$ cat config.mk
export PLATFORM = sky130hd
export DESIGN_NAME = hid_keyboard_report_builder_unit
export DESIGN_NICKNAME = d
export VERILOG_FILES = /design/src/hdl/hkrb_pkg.sv /design/src/hdl/hid_keyboard_report_builder_unit.sv /design/src/hdl/hkrb_key_cell.sv
export SDC_FILE = /design/constraint.sdc
export NUM_CORES = 1
export LEC_CHECK = 0
export ABC_AREA = 1
export BUFFER_PORTS_ARGS = -buffer_cell sky130_fd_sc_hd__buf_2
export CORE_MARGIN = 5
export CORE_UTILIZATION = 45
export CTS_CLUSTER_DIAMETER = 30
export CTS_CLUSTER_SIZE = 14
export DETAILED_ROUTE_END_ITERATION = 8
export SYNTH_ARGS = -nofsm -noshare
export SYNTH_HDL_FRONTEND = slang
export SYNTH_SLANG_ARGS = --single-unit
$ cat constraint.sdc
create_clock -name clk -period 2.7 [get_ports clk]
set_input_delay 0.54 -clock clk [delete_from_list [all_inputs] [get_ports clk]]
set_output_delay 0.54 -clock clk [all_outputs]
set_load 0.02 [all_outputs]
$ cat src/hdl/hkrb_pkg.sv
package hkrb_pkg;

    // slot counts: MAX_SLOTS is the report layout, USED_SLOTS the live part of it
    localparam int MAX_SLOTS  = 6;
    localparam int KEY_SLOTS  = 6;
    localparam int USED_SLOTS = (KEY_SLOTS > MAX_SLOTS) ? MAX_SLOTS :
                                ((KEY_SLOTS < 1) ? 1 : KEY_SLOTS);

    // modifier usages 224..231 share this upper code pattern
    localparam logic [4:0] MOD_PREFIX = 5'b11100;

    localparam logic STATUS_OK   = 1'b0;
    localparam logic STATUS_FAIL = 1'b1;

    // one key event request
    typedef struct packed {
        logic [7:0] key_code;
        logic       pressed;
    } hkrb_event_t;

    // one report request
    typedef struct packed {
        logic [7:0] modifier_bits;
        logic [7:0] slot_key_0;
        logic [7:0] slot_key_1;
        logic [7:0] slot_key_2;
        logic [7:0] slot_key_3;
        logic [7:0] slot_key_4;
        logic [7:0] slot_key_5;
        logic       status;
        logic       send_report;
    } hkrb_report_t;

    // event broadcast to every cell
    typedef struct packed {
        logic       en;
        logic       pressed;
        logic [7:0] key_code;
    } hkrb_ctrl_t;

    // flags handed from one cell to the next
    typedef struct packed {
        logic search;
        logic shift;
    } hkrb_link_t;

endpackage

$ cat src/hdl/hid_keyboard_report_builder_unit.sv
// Boot keyboard report builder, six-key rollover. Each key event request
// updates the held-modifier byte or the row of key slots and returns one
// report request with the full report after the update, a status and a send
// flag. One event is taken every cycle while not stalled; its report appears
// in the cycle after acceptance from the output register, and a new event is
// taken in the same cycle the waiting report is taken. The figure is set by
// the row of slot cells, which finds the slot and compacts the row through a
// chain of neighbor flags. Reset empties every slot and clears modifiers.
module hid_keyboard_report_builder_unit
    import hkrb_pkg::*;
(
    input  logic         clk,
    input  logic         rst_n,
    input  logic         key_valid,
    output logic         key_ready,
    input  hkrb_event_t  key_event,
    output logic         report_valid,
    input  logic         report_ready,
    output hkrb_report_t report
);

    logic         accept;
    logic         is_mod;
    logic [7:0]   mod_bit;
    logic [7:0]   modifier_reg;
    logic [7:0]   modifier_next;
    logic         ok;
    logic         gap_seen;
    logic         report_valid_reg;
    hkrb_report_t report_reg;
    hkrb_report_t report_next;
    hkrb_ctrl_t   ctrl;

    hkrb_link_t   link [USED_SLOTS:0];
    logic [7:0]   cur_val  [MAX_SLOTS];
    logic [7:0]   next_val [MAX_SLOTS];
    logic         moves    [USED_SLOTS:0];
    logic [7:0]   chain_val[USED_SLOTS:0];

    // handshake
    assign key_ready    = !report_valid_reg || report_ready;
    assign accept       = key_valid && key_ready;
    assign report_valid = report_valid_reg;
    assign report       = report_reg;

    // event decode
    assign is_mod  = (key_event.key_code[7:3] == MOD_PREFIX);
    assign mod_bit = 8'b1 << key_event.key_code[2:0];

    assign ctrl.en       = accept && !is_mod;
    assign ctrl.pressed  = key_event.pressed;
    assign ctrl.key_code = key_event.key_code;

    // chain ends
    assign link[0].search       = 1'b1;
    assign link[0].shift        = 1'b0;
    assign moves[USED_SLOTS]    = 1'b0;
    assign chain_val[USED_SLOTS] = 8'd0;

    // row of slot cells
    genvar g;
    generate
        for (g = 0; g < MAX_SLOTS; g++)
        begin : g_slot
            if (g < USED_SLOTS)
            begin : g_used
                hkrb_key_cell u_cell (
                    .clk        (clk),
                    .rst_n      (rst_n),
                    .ctrl       (ctrl),
                    .link_in    (link[g]),
                    .link_out   (link[g+1]),
                    .right_val  (chain_val[g+1]),
                    .right_moves(moves[g+1]),
                    .val        (cur_val[g]),
                    .moves_left (moves[g]),
                    .val_next   (next_val[g])
                );
                assign chain_val[g] = cur_val[g];
            end
            else
            begin : g_unused
                assign cur_val[g]  = 8'd0;
                assign next_val[g] = 8'd0;
            end
        end
    endgenerate

    // modifier byte and outcome
    always_comb
    begin
        if (key_event.pressed)
        begin
            modifier_next = modifier_reg | mod_bit;
        end
        else
        begin
            modifier_next = modifier_reg & ~mod_bit;
        end
        ok = is_mod || !link[USED_SLOTS].search;
    end

    // report assembly
    always_comb
    begin
        report_next.modifier_bits = is_mod ? modifier_next : modifier_reg;
        report_next.slot_key_0    = is_mod ? cur_val[0] : next_val[0];
        report_next.slot_key_1    = is_mod ? cur_val[1] : next_val[1];
        report_next.slot_key_2    = is_mod ? cur_val[2] : next_val[2];
        report_next.slot_key_3    = is_mod ? cur_val[3] : next_val[3];
        report_next.slot_key_4    = is_mod ? cur_val[4] : next_val[4];
        report_next.slot_key_5    = is_mod ? cur_val[5] : next_val[5];
        report_next.status        = ok ? STATUS_OK : STATUS_FAIL;
        report_next.send_report   = ok;
    end

    // modifier register and output flag
    always_ff @(posedge clk or negedge rst_n)
    begin
        if (!rst_n)
        begin
            modifier_reg     <= 8'd0;
            report_valid_reg <= 1'b0;
        end
        else
        begin
            if (accept && is_mod)
            begin
                modifier_reg <= modifier_next;
            end
            if (accept)
            begin
                report_valid_reg <= 1'b1;
            end
            else if (report_ready)
            begin
                report_valid_reg <= 1'b0;
            end
        end
    end

    // report payload
    always_ff @(posedge clk)
    begin
        if (accept)
        begin
            report_reg <= report_next;
        end
    end

    // packed-row check: a held key never sits after an empty slot
    always_comb
    begin
        gap_seen = 1'b0;
        for (int i = 1; i < MAX_SLOTS; i++)
        begin
            if ((cur_val[i-1] == 8'd0) && (cur_val[i] != 8'd0))
            begin
                gap_seen = 1'b1;
            end
        end
    end

    // checks
    a_row_packed: assert property (@(posedge clk) disable iff (!rst_n)
        !gap_seen)
        else $error("key row has a held key after an empty slot");

    a_report_follows: assert property (@(posedge clk) disable iff (!rst_n)
        accept |=> report_valid_reg)
        else $error("accepted event gave no report");

    a_mod_ok: assert property (@(posedge clk) disable iff (!rst_n)
        (accept && is_mod) |=> (report_reg.status == STATUS_OK))
        else $error("modifier event reported failure");

    a_flag_pair: assert property (@(posedge clk) disable iff (!rst_n)
        report_valid_reg |-> (report_reg.send_report == (report_reg.status == STATUS_OK)))
        else $error("send flag disagrees with status");

endmodule

$ cat src/hdl/hkrb_key_cell.sv
module hkrb_key_cell
    import hkrb_pkg::*;
(
    input  logic       clk,
    input  logic       rst_n,
    input  hkrb_ctrl_t ctrl,
    input  hkrb_link_t link_in,
    output hkrb_link_t link_out,
    input  logic [7:0] right_val,
    input  logic       right_moves,
    output logic [7:0] val,
    output logic       moves_left,
    output logic [7:0] val_next
);

    logic [7:0] slot_reg;
    logic [7:0] slot_next;
    logic [7:0] target;
    logic       hit;
    logic       occupied;

    // press looks for an empty slot, release for the matching code
    always_comb
    begin
        target     = ctrl.pressed ? 8'd0 : ctrl.key_code;
        hit        = link_in.search && (slot_reg == target);
        occupied   = (slot_reg != 8'd0);
        moves_left = !ctrl.pressed && link_in.shift && occupied;

        link_out.search = link_in.search && !hit;
        link_out.shift  = !ctrl.pressed && (hit || moves_left);

        slot_next = slot_reg;
        if (ctrl.pressed)
        begin
            if (hit)
            begin
                slot_next = ctrl.key_code;
            end
        end
        else if (hit || moves_left)
        begin
            // vacated: take the right neighbor if it slides in, else empty
            slot_next = right_moves ? right_val : 8'd0;
        end
    end

    // slot storage
    always_ff @(posedge clk or negedge rst_n)
    begin
        if (!rst_n)
        begin
            slot_reg <= 8'd0;
        end
        else if (ctrl.en)
        begin
            slot_reg <= slot_next;
        end
    end

    assign val      = slot_reg;
    assign val_next = slot_next;

endmodule
==> impl_results.md <==
* P per Cell Area at 929.2 nW/um^2
* Yosys cell types at 31
* Placed cells at between 1000 and 1500
* Met3 WL at 1041 um
* Io pins at 73
* Setup violators final at 0
* Row count at 45
* Endpoint type of the worst setup path: flip-flop
* Detailed Route Iter0 Violations at 684
* Remaining global-route overflow at 0
* Global-route total usage across every layer at 23.37%
* Worst-margin pin slew at 0.6419 ns
* Maximum vdd drop at 0.5732 mV
* Clock share of power at ~27%
* RSZ-0062 raised after global routing: no
* Initial antenna violation count at 0
* DRT antenna net count at 0
* Share of post-route cells with drive strength above 1 at 19.96%
* CTS Buf Count at 17
* Root Driver: clkbuf_16
* R2R depth at 19
* Fmax at 417.2 MHz
* Syn Area/Cell at 7.521 um^2
* Final Slew Violations at 0
* Post-Syn Instances at roughly 930
* Worst r2r dst: report[11]
* Final Non-Filler Cells at about 1200
* Total of max-cap violations at 0
* Net count, final at 1058
* Diode count at 0
* CTS max path bufs at 2
* Area of the multi-input gates at 3248 um^2
* Largest register FFs at 58
* Detail Placement HPWL at between 10000 and 15000 um
* Post-CTS sizing at 0
* Hold bufs inserted after CTS at 0
* Sum Neg Setup Slack at 0 ns
* CTS tree: built
* Reg-to-Reg Start: g_slot[1].g_used.u_cell.val[5]
* Worst Setup Path Type: in2reg
* Clock Skew at between 0.007 and 0.008 ns
* CP Max Fanout at 13
* Slew HR at roughly 57%
* Avg WL per Cell at 16.32 um
* Leak at 4.145 nW
* Net Sw Power at ~3.0 mW
* DIE WIDTH at 134.3 um
* Yosys warns at 0
* Fin. Hold Viols at 0
* Top routing layer in use: met4
* R2R Setup Slk at between 0.3 and 0.4 ns
* Critical Path Source Type: input pin
* Worst-Skew Late Latency at ~0.42 ns
* Period minus WS final at 2.397 ns
* Reg power frac at 35.1%
* IO buf count at 72
* Vias in the first global route at 6283
* Routed vias/inst at 5.320
* M1 WL at 9758 um
* Syn-to-layout area delta at 23.40%
* Setup crit end: report[11]
* Gpl congestion at ~0.94
* # DRC at 0
* Part of the cycle the worst path needs at 88.78%
* Initial Utilization at 45.76%
* Metal2 WL at 9112 um
* Vias at 6623
* Die Area at 18050 um^2
* Hold crit path type: in2async
* First-pass iteration count of the detailed router at 5
* H-tree lvl count at 4
* First-pass GRT wire length at about 33000 um
* Internal at between 4 and 5 mW
* Postcts setup bufs at 0
* Largest net degree at the start of global routing at slightly below 60
* #FFs+latches synth at 115
* Core Box Area at around 15000 um^2
* Worst EP required at roughly 2.9 ns
* Detailed-route wire length at roughly 20000 um
* Logic pwr share at 37.5%
* Die Y at 134.3 um
* Worst setup path start: key_event[0]
* Clock slew at reported path FFs at 0.05 ns
* Status: finished clean
* CTS sink count at 115
* Register area at between 3000 and 4000 um^2
* Fill cells at 1443
* Worst EP arrival at about 2.6 ns
* Synthesized net count at 938
* Sw frac at 37.93%
* Part of the Yosys area used for sequential elements at 45.54%
* Syn Std Cell Area at approximately 7000 um^2
per-layer routing:
metal,GRT usage [%],vias up
met5,0,-
met4,8.088,0
met3,5.439,28
met2,35.08,208
met1,33.27,3107
li1,-,3280
metrics by stage:
stage          setup WS [ns]  utilization [%]  hold slack, ns  total power, mW  cell area [um^2]
6_report              0.3028            56.47          0.1393            7.977              8584
5_1_grt              0.07363            56.47          0.1663            8.528              8584
4_1_cts               0.3241            56.47          0.1431            7.999              8584
3_5_place_dp         -0.1203            52.75          0.5061            5.789              8019
3_3_place_gp        -0.09821            52.75          0.4968            5.779              8019
2_1_floorplan         0.1985                -          0.2444            4.758              6957
power groups by stage:
stage	combinational, mW	clock (mW)	sequential [mW]
CTS	2.99	2.22	2.79
finish	2.99	2.19	2.80
detailed placement	2.98	0	2.81
floorplan	1.81	0	2.95
global route	3.37	2.30	2.85
global placement	2.97	0	2.81
cell type report:
type	count	area share, %
Clock inverter	6	0.9328
Multi-Input combinational cell	672	37.84
Clock buffer	25	5.655
Sequential cell	115	36.90
Tap cell	188	2.740
Inverter	89	3.892
Timing Repair Buffer	150	12.04
cells in the mapped netlist, drive strengths merged:
cell    instances  area (um^2)
a21oi          30        150.1
nor2           38        165.2
o22ai          10        62.56
nand2         338         1385
clkinv          2        7.510
edfxtp         58         1742
clkbuf         27        101.4
nor4            8        50.05
o21ai          94        470.5
nor3            1        5.000
o221ai         11        96.34
a31oi           4        25.02
dfrtp          57         1426
nand3         102        533.0
xnor2           8        70.07
nand4           7        43.79
buf            22        112.6
xor2           21        183.9
inv            87        326.6
worst min-delay path by stage:
stage | from | to | slack [ns] | cells after the start
after floorplan | rst_n | g_slot[0].g_used.u_cell.val[0] | 0.24 | 0
after global placement | modifier_reg[5] | modifier_reg[5] | 0.50 | 2
after detailed placement | modifier_reg[4] | modifier_reg[4] | 0.51 | 2
after CTS | rst_n | g_slot[0].g_used.u_cell.val[4] | 0.14 | 1
after global routing | rst_n | g_slot[0].g_used.u_cell.val[4] | 0.17 | 1
final | rst_n | g_slot[0].g_used.u_cell.val[4] | 0.14 | 1
placed cells by master (no fill, tap or decap), types with 4 or more instances in the layout:
master / n
a21oi_1: 30
a31oi_1: 4
xor2_1: 21
o21ai_0: 85
nand2_1: 319
inv_2: 7
clkinv_2: 4
buf_2: 72
xnor2_1: 8
o221ai_1: 11
o22ai_1: 10
edfxtp_1: 58
nor4_1: 8
nand2_4: 11
nand2_2: 7
buf_12: 7
o21ai_1: 9
clkbuf_1: 5
nand4_1: 7
dfrtp_1: 57
buf_4: 71
nand3_1: 99
clkbuf_16: 17
nor2_1: 32
inv_1: 80
cell families after synthesis:
family | synth area share (%)
flip-flops | 45.54
AND/OR/NAND/NOR | 31.37
AO/OA/AOI/OAI | 11.56
XOR/XNOR | 3.651
buffers and inverters | 7.878
critical path, cell delays in order:
cell and delay (ns):
buf_2 0.12, buf_4 0.14, nor2_1 0.24, nand2_1 0.08, nand2_1 0.07, nor2_1 0.05
nand2_1 0.06, nor2_2 0.04, buf_4 0.14, nor2_4 0.13, nand2_2 0.08, nor2_4 0.14
nand2_4 0.15, inv_2 0.16, nand2_1 0.07, nand3_1 0.09, nand2_1 0.06, inv_1 0.04
nand2_1 0.06, nand2_1 0.06, nand2_1 0.05
Power figures use the tool's default switching activity.
